--- src/hdl/xkh_pkg.sv ---
// Shared types, constants and the xorshift mixing function for the key hash block.
// No dependencies; every other file imports this package.
package xkh_pkg;

  localparam int unsigned WordW  = 32;
  localparam int unsigned BytesW = 3;
  localparam int unsigned NumBytes = WordW / 8;
  localparam int unsigned CntW   = $clog2(WordW);

  localparam logic [WordW-1:0]  MixConst    = 32'h031b_5515;
  localparam logic [WordW-1:0]  BucketReset = 32'd1024;
  localparam logic [CntW-1:0]   LastStep    = CntW'(WordW - 1);
  localparam logic [BytesW-1:0] FullBytes   = BytesW'(NumBytes);

  typedef enum logic {
    ST_IDLE,
    ST_DIV
  } xkh_state_e;

  typedef struct packed {
    logic             done;
    logic [WordW-1:0] rem;
  } xkh_div_sts_t;

  function automatic logic [WordW-1:0] xs_mix(input logic [WordW-1:0] w);
    logic [WordW-1:0] t;
    t = w ^ MixConst;
    t = t ^ (t << 13);
    t = t ^ (t >> 7);
    t = t ^ (t << 17);
    return t;
  endfunction

  // Keeps bytes below the valid count; counts above four act as four.
  function automatic logic [WordW-1:0] byte_mask(input logic [BytesW-1:0] nb);
    logic [WordW-1:0]  m;
    logic [BytesW-1:0] n;
    n = (nb > FullBytes) ? FullBytes : nb;
    for (int k = 0; k < NumBytes; k++) begin
      m[k*8 +: 8] = (BytesW'(k) < n) ? 8'hff : 8'h00;
    end
    return m;
  endfunction

endpackage

--- src/hdl/xkh_if.sv ---
// Valid/ready channel interfaces for key chunk requests and hash results.
// Depends on xkh_pkg.
interface xkh_req_if
  import xkh_pkg::*;
  ();
  logic              valid;
  logic              ready;
  logic [WordW-1:0]  chunk_word;
  logic [BytesW-1:0] bytes_valid;
  logic              last_chunk;

  modport source (output valid, chunk_word, bytes_valid, last_chunk, input ready);
  modport sink   (input valid, chunk_word, bytes_valid, last_chunk, output ready);
endinterface

interface xkh_res_if
  import xkh_pkg::*;
  ();
  logic             valid;
  logic             ready;
  logic [WordW-1:0] key_hash;
  logic [WordW-1:0] bucket_index;

  modport source (output valid, key_hash, bucket_index, input ready);
  modport sink   (input valid, key_hash, bucket_index, output ready);
endinterface

--- src/hdl/xkh_acc.sv ---
// Running hash: masks each chunk, applies the xorshift mix and folds it in.
// Depends on xkh_pkg.
module xkh_acc
  import xkh_pkg::*;
(
  input  logic              clk_i,
  input  logic              rst_ni,
  input  logic              en_i,
  input  logic [WordW-1:0]  chunk_word_i,
  input  logic [BytesW-1:0] bytes_valid_i,
  input  logic              last_chunk_i,
  output logic [WordW-1:0]  hash_o
);

  logic [WordW-1:0] run_q, run_d;
  logic [WordW-1:0] mixed;

  always_comb begin
    mixed  = xs_mix(chunk_word_i & byte_mask(bytes_valid_i));
    hash_o = (bytes_valid_i == '0) ? run_q : (run_q ^ mixed);
    run_d  = run_q;
    if (en_i) begin
      run_d = last_chunk_i ? '0 : hash_o;
    end
  end

  always_ff @(posedge clk_i or negedge rst_ni) begin
    if (!rst_ni) begin
      run_q <= '0;
    end else begin
      run_q <= run_d;
    end
  end

endmodule

--- src/hdl/xkh_mod.sv ---
// Bit-serial restoring remainder unit, one dividend bit per cycle.
// Depends on xkh_pkg.
module xkh_mod
  import xkh_pkg::*;
(
  input  logic             clk_i,
  input  logic             rst_ni,
  input  logic             start_i,
  input  logic [WordW-1:0] dividend_i,
  input  logic [WordW-1:0] divisor_i,
  output xkh_div_sts_t     sts_o
);

  logic [WordW-1:0] rem_q, rem_d;
  logic [WordW-1:0] dvd_q, dvd_d;
  logic [CntW-1:0]  cnt_q, cnt_d;
  logic             run_q, run_d;
  logic             done_q, done_d;
  logic [WordW:0]   trial;

  always_comb begin
    trial  = {rem_q, dvd_q[WordW-1]};
    rem_d  = rem_q;
    dvd_d  = dvd_q;
    cnt_d  = cnt_q;
    run_d  = run_q;
    done_d = done_q;
    if (start_i) begin
      rem_d  = '0;
      dvd_d  = dividend_i;
      cnt_d  = '0;
      run_d  = 1'b1;
      done_d = 1'b0;
    end else if (run_q) begin
      if (trial >= {1'b0, divisor_i}) begin
        rem_d = WordW'(trial - {1'b0, divisor_i});
      end else begin
        rem_d = trial[WordW-1:0];
      end
      dvd_d = {dvd_q[WordW-2:0], 1'b0};
      cnt_d = cnt_q + 1'b1;
      if (cnt_q == LastStep) begin
        run_d  = 1'b0;
        done_d = 1'b1;
      end
    end
  end

  always_ff @(posedge clk_i or negedge rst_ni) begin
    if (!rst_ni) begin
      cnt_q  <= '0;
      run_q  <= 1'b0;
      done_q <= 1'b0;
    end else begin
      cnt_q  <= cnt_d;
      run_q  <= run_d;
      done_q <= done_d;
    end
  end

  always_ff @(posedge clk_i) begin
    rem_q <= rem_d;
    dvd_q <= dvd_d;
  end

  assign sts_o.done = done_q;
  assign sts_o.rem  = rem_q;

endmodule

--- src/hdl/xorshift_key_hash_bucket_index.sv ---
// Key hash and bucket index, top level: FSM, bucket count register, result register.
// Depends on xkh_pkg, xkh_if, xkh_acc and xkh_mod.
//
// Keys arrive as 32-bit little-endian chunk requests. A chunk that is not last is folded
// into the running xorshift hash. A last chunk starts a bit-serial remainder by the bucket
// count, one step per hash bit; the next request is taken only once the remainder is done
// and the result register is free. A finished result sits in an output register, so a
// following key can be hashed while it waits. Bucket count 0 returns the hash as the index.
module xorshift_key_hash_bucket_index
  import xkh_pkg::*;
(
  input  logic             clk_i,
  input  logic             rst_ni,
  xkh_req_if.sink          req_i,
  xkh_res_if.source        res_o,
  input  logic             cfg_we_i,
  input  logic [WordW-1:0] cfg_wdata_i
);

  xkh_state_e       state_q, state_d;
  logic [WordW-1:0] bucket_count_q;
  logic [WordW-1:0] hash_q;
  logic [WordW-1:0] hash_now;
  logic             out_valid_q;
  logic [WordW-1:0] out_hash_q;
  logic [WordW-1:0] out_index_q;
  logic             req_acc;
  logic             div_start;
  logic             out_free;
  logic             out_load;
  xkh_div_sts_t     div_sts;

  assign req_acc  = req_i.valid && req_i.ready;
  assign out_free = !out_valid_q || res_o.ready;

  xkh_acc u_acc (
    .clk_i        (clk_i),
    .rst_ni       (rst_ni),
    .en_i         (req_acc),
    .chunk_word_i (req_i.chunk_word),
    .bytes_valid_i(req_i.bytes_valid),
    .last_chunk_i (req_i.last_chunk),
    .hash_o       (hash_now)
  );

  xkh_mod u_mod (
    .clk_i     (clk_i),
    .rst_ni    (rst_ni),
    .start_i   (div_start),
    .dividend_i(hash_now),
    .divisor_i (bucket_count_q),
    .sts_o     (div_sts)
  );

  always_comb begin
    state_d = state_q;
    case (state_q)
      ST_IDLE: begin
        if (req_acc && req_i.last_chunk) begin
          state_d = ST_DIV;
        end
      end
      ST_DIV: begin
        if (div_sts.done && out_free) begin
          state_d = ST_IDLE;
        end
      end
      default: state_d = ST_IDLE;
    endcase
  end

  always_comb begin
    req_i.ready = 1'b0;
    div_start   = 1'b0;
    out_load    = 1'b0;
    case (state_q)
      ST_IDLE: begin
        req_i.ready = 1'b1;
        div_start   = req_acc && req_i.last_chunk;
      end
      ST_DIV: begin
        out_load = div_sts.done && out_free;
      end
      default: ;
    endcase
  end

  always_ff @(posedge clk_i or negedge rst_ni) begin
    if (!rst_ni) begin
      state_q        <= ST_IDLE;
      bucket_count_q <= BucketReset;
      out_valid_q    <= 1'b0;
    end else begin
      state_q <= state_d;
      if (cfg_we_i) begin
        bucket_count_q <= cfg_wdata_i;
      end
      if (out_load) begin
        out_valid_q <= 1'b1;
      end else if (res_o.ready) begin
        out_valid_q <= 1'b0;
      end
    end
  end

  always_ff @(posedge clk_i) begin
    if (div_start) begin
      hash_q <= hash_now;
    end
    if (out_load) begin
      out_hash_q  <= hash_q;
      out_index_q <= (bucket_count_q == '0) ? hash_q : div_sts.rem;
    end
  end

  assign res_o.valid        = out_valid_q;
  assign res_o.key_hash     = out_hash_q;
  assign res_o.bucket_index = out_index_q;

`ifndef ASSERT_OFF
  a_rem_in_range: assert property (@(posedge clk_i) disable iff (!rst_ni)
    (out_load && bucket_count_q != '0) |-> (div_sts.rem < bucket_count_q))
    else $error("remainder not below bucket count");

  a_done_in_div: assert property (@(posedge clk_i) disable iff (!rst_ni)
    $rose(div_sts.done) |-> (state_q == ST_DIV))
    else $error("divider finished outside of a division");

  a_load_valid: assert property (@(posedge clk_i) disable iff (!rst_ni)
    out_load |=> (out_valid_q && state_q == ST_IDLE))
    else $error("result load did not show a result");
`endif

endmodule

--- src/flat_wrapper.sv ---
// flat-port wrapper written by rule: the top's interface ports become plain ports
module xorshift_key_hash_bucket_index_flat import xkh_pkg::*;
  (clk_i, rst_ni, cfg_we_i, cfg_wdata_i, req_i_valid, req_i_chunk_word, req_i_bytes_valid, req_i_last_chunk, req_i_ready, res_o_valid, res_o_key_hash, res_o_bucket_index, res_o_ready);
  xkh_req_if req_i_i ();
  xkh_res_if res_o_i ();
  input  logic clk_i;
  input  logic rst_ni;
  input  logic cfg_we_i;
  input  logic [WordW-1:0] cfg_wdata_i;
  input wire logic [$bits(req_i_i.valid)-1:0] req_i_valid;
  input wire logic [$bits(req_i_i.chunk_word)-1:0] req_i_chunk_word;
  input wire logic [$bits(req_i_i.bytes_valid)-1:0] req_i_bytes_valid;
  input wire logic [$bits(req_i_i.last_chunk)-1:0] req_i_last_chunk;
  output wire logic [$bits(req_i_i.ready)-1:0] req_i_ready;
  output wire logic [$bits(res_o_i.valid)-1:0] res_o_valid;
  output wire logic [$bits(res_o_i.key_hash)-1:0] res_o_key_hash;
  output wire logic [$bits(res_o_i.bucket_index)-1:0] res_o_bucket_index;
  input wire logic [$bits(res_o_i.ready)-1:0] res_o_ready;
  assign req_i_i.valid = req_i_valid;
  assign req_i_i.chunk_word = req_i_chunk_word;
  assign req_i_i.bytes_valid = req_i_bytes_valid;
  assign req_i_i.last_chunk = req_i_last_chunk;
  assign req_i_ready = req_i_i.ready;
  assign res_o_valid = res_o_i.valid;
  assign res_o_key_hash = res_o_i.key_hash;
  assign res_o_bucket_index = res_o_i.bucket_index;
  assign res_o_i.ready = res_o_ready;
  xorshift_key_hash_bucket_index u_core (.clk_i(clk_i), .rst_ni(rst_ni), .req_i(req_i_i), .res_o(res_o_i), .cfg_we_i(cfg_we_i), .cfg_wdata_i(cfg_wdata_i));
endmodule
--- config.mk ---
export PLATFORM = sky130hd
export DESIGN_NAME = xorshift_key_hash_bucket_index_flat
export DESIGN_NICKNAME = d
export VERILOG_FILES = /design/src/hdl/xkh_pkg.sv /design/src/hdl/xkh_if.sv /design/src/hdl/xkh_acc.sv /design/src/hdl/xkh_mod.sv /design/src/hdl/xorshift_key_hash_bucket_index.sv /design/src/flat_wrapper.sv
export SDC_FILE = /design/constraint.sdc
export NUM_CORES = 1
export LEC_CHECK = 0
export BUFFER_PORTS_ARGS = -buffer_cell sky130_fd_sc_hd__buf_2
export CAP_MARGIN = 20
export CORE_MARGIN = 4
export CORE_UTILIZATION = 30
export DETAILED_ROUTE_END_ITERATION = 8
export GPL_TIMING_DRIVEN = 1
export RECOVER_POWER = 100
export SYNTH_ARGS = -nofsm -noshare
export SYNTH_HDL_FRONTEND = slang
export SYNTH_SLANG_ARGS = --single-unit
--- constraint.sdc ---
create_clock -name clk_i -period 4.74 [get_ports clk_i]
set_input_delay 0.711 -clock clk_i [delete_from_list [all_inputs] [get_ports clk_i]]
set_output_delay 0.711 -clock clk_i [all_outputs]
set_load 0.005 [all_outputs]
==> results.json <==
{
  "die_area_um2": 44200,
  "worstSetupEndpointType": "register",
  "first_global_vias": 9097,
  "pwr-share-seq": 0.374,
  "setup_tns_ns": 0,
  "failed_checks": "max-capacitance violations, max-slew violations",
  "hold_path_class": "input port to register",
  "fin_nets": 1446,
  "crit_buf_inv": 3,
  "combPwrFrac": 0.404,
  "synth_cell_types": 68,
  "cts_setup_buffers": 0,
  "async_reset_ff_frac": 0.313,
  "crit_chain": "nor2b_1 -> nand2_2 -> clkbuf_2 -> inv_1 -> clkbuf_1",
  "areaGrowthSynthToFinish_pct": 15.7,
  "start_util": 0.306,
  "num_vias": 9493,
  "synth_flop_cell": "edfxtp_1",
  "drive_above_1_share": 0.138,
  "cts_root_buf": "clkbuf_16",
  "die_x_um": 210,
  "ctsHtreeMaxLevel": 1,
  "crit_required_ns": 4.89,
  "worst_slew_pin_slew_ns": 2.27,
  "slew_headroom": -0.510,
  "met3_usage": 0.0201,
  "insertion_delay_ns": 0.52,
  "grt_pass1_wl_um": 53200,
  "core-area_um2": 40100,
  "cts_tree": "yes",
  "grt_antenna_before_repair": 1,
  "status": "finished, violations left",
  "p_int_mw": 5.56,
  "drtIter0Drc": 893,
  "switching_share": 0.380,
  "yosys_warnings": 0,
  "finalPower_mw": 8.96,
  "grt_overflow_total": 0,
  "syn-cell-area_um2": 12300,
  "dr.pass1.iters": 6,
  "die_h_um": 210,
  "finClkSkew_ns": 0.0118,
  "ctsResizeCount": 0,
  "max_clock_freq_mhz": 255,
  "antenna_cells": 0,
  "use_met2": 0.236,
  "worst-endpoint-arrival_ns": 4.08,
  "r2r_slack_ns": 0.81,
  "hold_slack_ns": 0.399,
  "maxCapViolations": 4,
  "p_leak_nw": 5.86,
  "critical-path-top-delay-family": "buffers and inverters",
  "groute.usage.overall": 0.149,
  "cts.sink_count": 233,
  "fill_cells": 4054,
  "io_buffers": 138,
  "final_common_cell": "nand2_1",
  "cpPeakStageDelay_ns": 0.99,
  "peakVddDrop_v": 0.000277,
  "syn-num-nets": 1336,
  "clockPowerShare": 0.222,
  "grt_busiest_layer": "met2",
  "ys_seq_area_frac": 0.515,
  "viasPerCell": 5.04,
  "clockBufferDepth": 3,
  "setup_viol_count_final": 0,
  "hold_viol": 0,
  "numCtsBuffers": 25,
  "synth.avg_cell_area_um2": 9.98,
  "num_io_pins": 139,
  "worstPathMaxFanout": 77,
  "drc": 0,
  "power.density_nw_per_um2": 632,
  "rows": 73,
  "ant_nets": 0,
  "place.gp.congestion": 0.901,
  "routed_wl_um": 33900,
  "grtUsageMet1": 0.221,
  "clkTransAtPathRegs_ns": 0.06,
  "grt_max_degree": 78,
  "syn-instance-count": 1228,
  "most-common-layout-cells": "227 x nand2_1, 141 x o21ai_0, 128 x edfxtp_1",
  "drv_slew": 152,
  "period_share": 0.829,
  "synth-seq-cells": 233,
  "min_period_ns": 3.93,
  "crit_type": "register to register",
  "start_kind": "register",
  "utilization": 0.354,
  "critPathSlowestCell": "inv_1",
  "dpl.hpwl_um": 25200,
  "grt_setup_unrepaired": "false",
  "cts-hold-fix-buffers": 0,
  "synth-edff-count": 128,
  "avgRoutedWirePerCell_um": 18.0,
  "netSwitchingPower_mw": 3.40
}
power groups by stage:
stage | clock network, mW | logic [mW] | registers [mW]
after global routing | 2.14 | 4.06 | 3.42
after floorplan | 0 | 2.69 | 3.22
after CTS | 2.04 | 3.65 | 3.35
after detailed placement | 0 | 3.62 | 3.38
after global placement | 0 | 3.58 | 3.37
final | 1.99 | 3.62 | 3.35
logic make-up (layout without fill, tap and decap cells):
logic type | count (synthesis) | count (layout) | synth area share
multiplexers | 51 | 51 | 0.0453
XOR/XNOR | 104 | 104 | 0.0789
buffers and inverters | 122 | 251 | 0.0383
adder cells (fa/ha/maj) | 35 | 35 | 0.0363
flip-flops | 233 | 233 | 0.515
AO/OA/AOI/OAI | 310 | 310 | 0.154
AND/OR/NAND/NOR | 373 | 373 | 0.133
cells in the mapped netlist (all sizes together) (5+ instances only):
library cell  count  area, µm²
dfxtp            32        641
nor2             46        173
and3              9       56.3
nand2           228        856
a21o             13       97.6
dfrtp            72       1800
a22o              7       61.3
nor4             11       68.8
a21oi            52        264
o21a             10       75.1
or2               6       37.5
inv              57        214
nand3            23        115
edfxtp          128       3840
nand4             6       37.5
nor3             12       60.1
o21ai           142        711
buf               8       41.3
xnor2            56        490
o31ai             6       45.0
a31oi            27        169
a22oi             7       52.6
or3               6       37.5
xor2             44        385
mux2i            15        150
clkbuf           57        214
o211ai            6       45.0
nand2b            6       37.5
a211oi            5       37.5
ha               34        425
mux2             36        405
and2              6       37.5
per-stage QoR:
step           instances  worst slack (ns)  instance area [µm²]
6_report            1882             0.812                14200
2_1_floorplan       1228             0.691                12300
3_3_place_gp        1836              1.19                13400
3_5_place_dp        1836              1.01                13400
5_1_grt             1882             0.386                14200
4_1_cts             1882             0.959                14300
metal layers:
layer	routed length, µm	up-vias	part of all wire
met5	13	-	0.00038
met2	15400	299	0.46
met3	2020	41	0.060
li1	-	4585	-
met1	15800	4566	0.47
met4	620	2	0.018
worst register-to-register path: stages (launching register included):
cell	delay, ns
dfrtp_1	0.39
nor2b_1	0.69
nand2_2	0.08
clkbuf_2	0.80
inv_1	1.03
clkbuf_1	0.57
state kept, by name, summed over array words and instances, names as in the netlist:
signal	flops
u_core.bucket_count_q	32
u_core.hash_q	32
u_core.res_o.bucket_index	32
u_core.res_o.key_hash	32
u_core.u_acc.run_q	32
u_core.u_mod.dvd_q	32
u_core.u_mod.rem_q	32
u_core.u_mod.cnt_q	5
u_core.res_o.valid	1
u_core.state_q	1
u_core.u_mod.done_q	1
u_core.u_mod.run_q	1
worst paths after layout:
path | start | depth (start not counted) | to
max | u_core.state_q$_DFF_PN0_ | 5 | u_core.hash_q[22]$_DFFE_PP_
min | cfg_wdata_i[23] | 3 | u_core.bucket_count_q[23]$_DFFE_PN0P_
max reg2reg | u_core.state_q$_DFF_PN0_ | 5 | u_core.hash_q[22]$_DFFE_PP_
min reg2reg | u_core.hash_q[12]$_DFFE_PP_ | 0 | u_core.res_o.key_hash[12]$_DFFE_PP_
max in group asynchronous | rst_ni | 2 | u_core.u_acc.run_q[4]$_DFFE_PN0P_
min in group asynchronous | rst_ni | 1 | u_core.bucket_count_q[5]$_DFFE_PN0P_
layout make-up:
class | instances | area [µm²] | share of cell area
flip-flops and latches | 233 | 6310 | 0.445
multi-input cells | 873 | 5470 | 0.386
repair buffers | 148 | 698 | 0.0492
clock buffers | 35 | 693 | 0.0488
well taps | 525 | 657 | 0.0463
inverters | 57 | 214 | 0.0151
clock inverters | 11 | 143 | 0.0101
No activity file was read; power rests on OpenSTA's default activity.
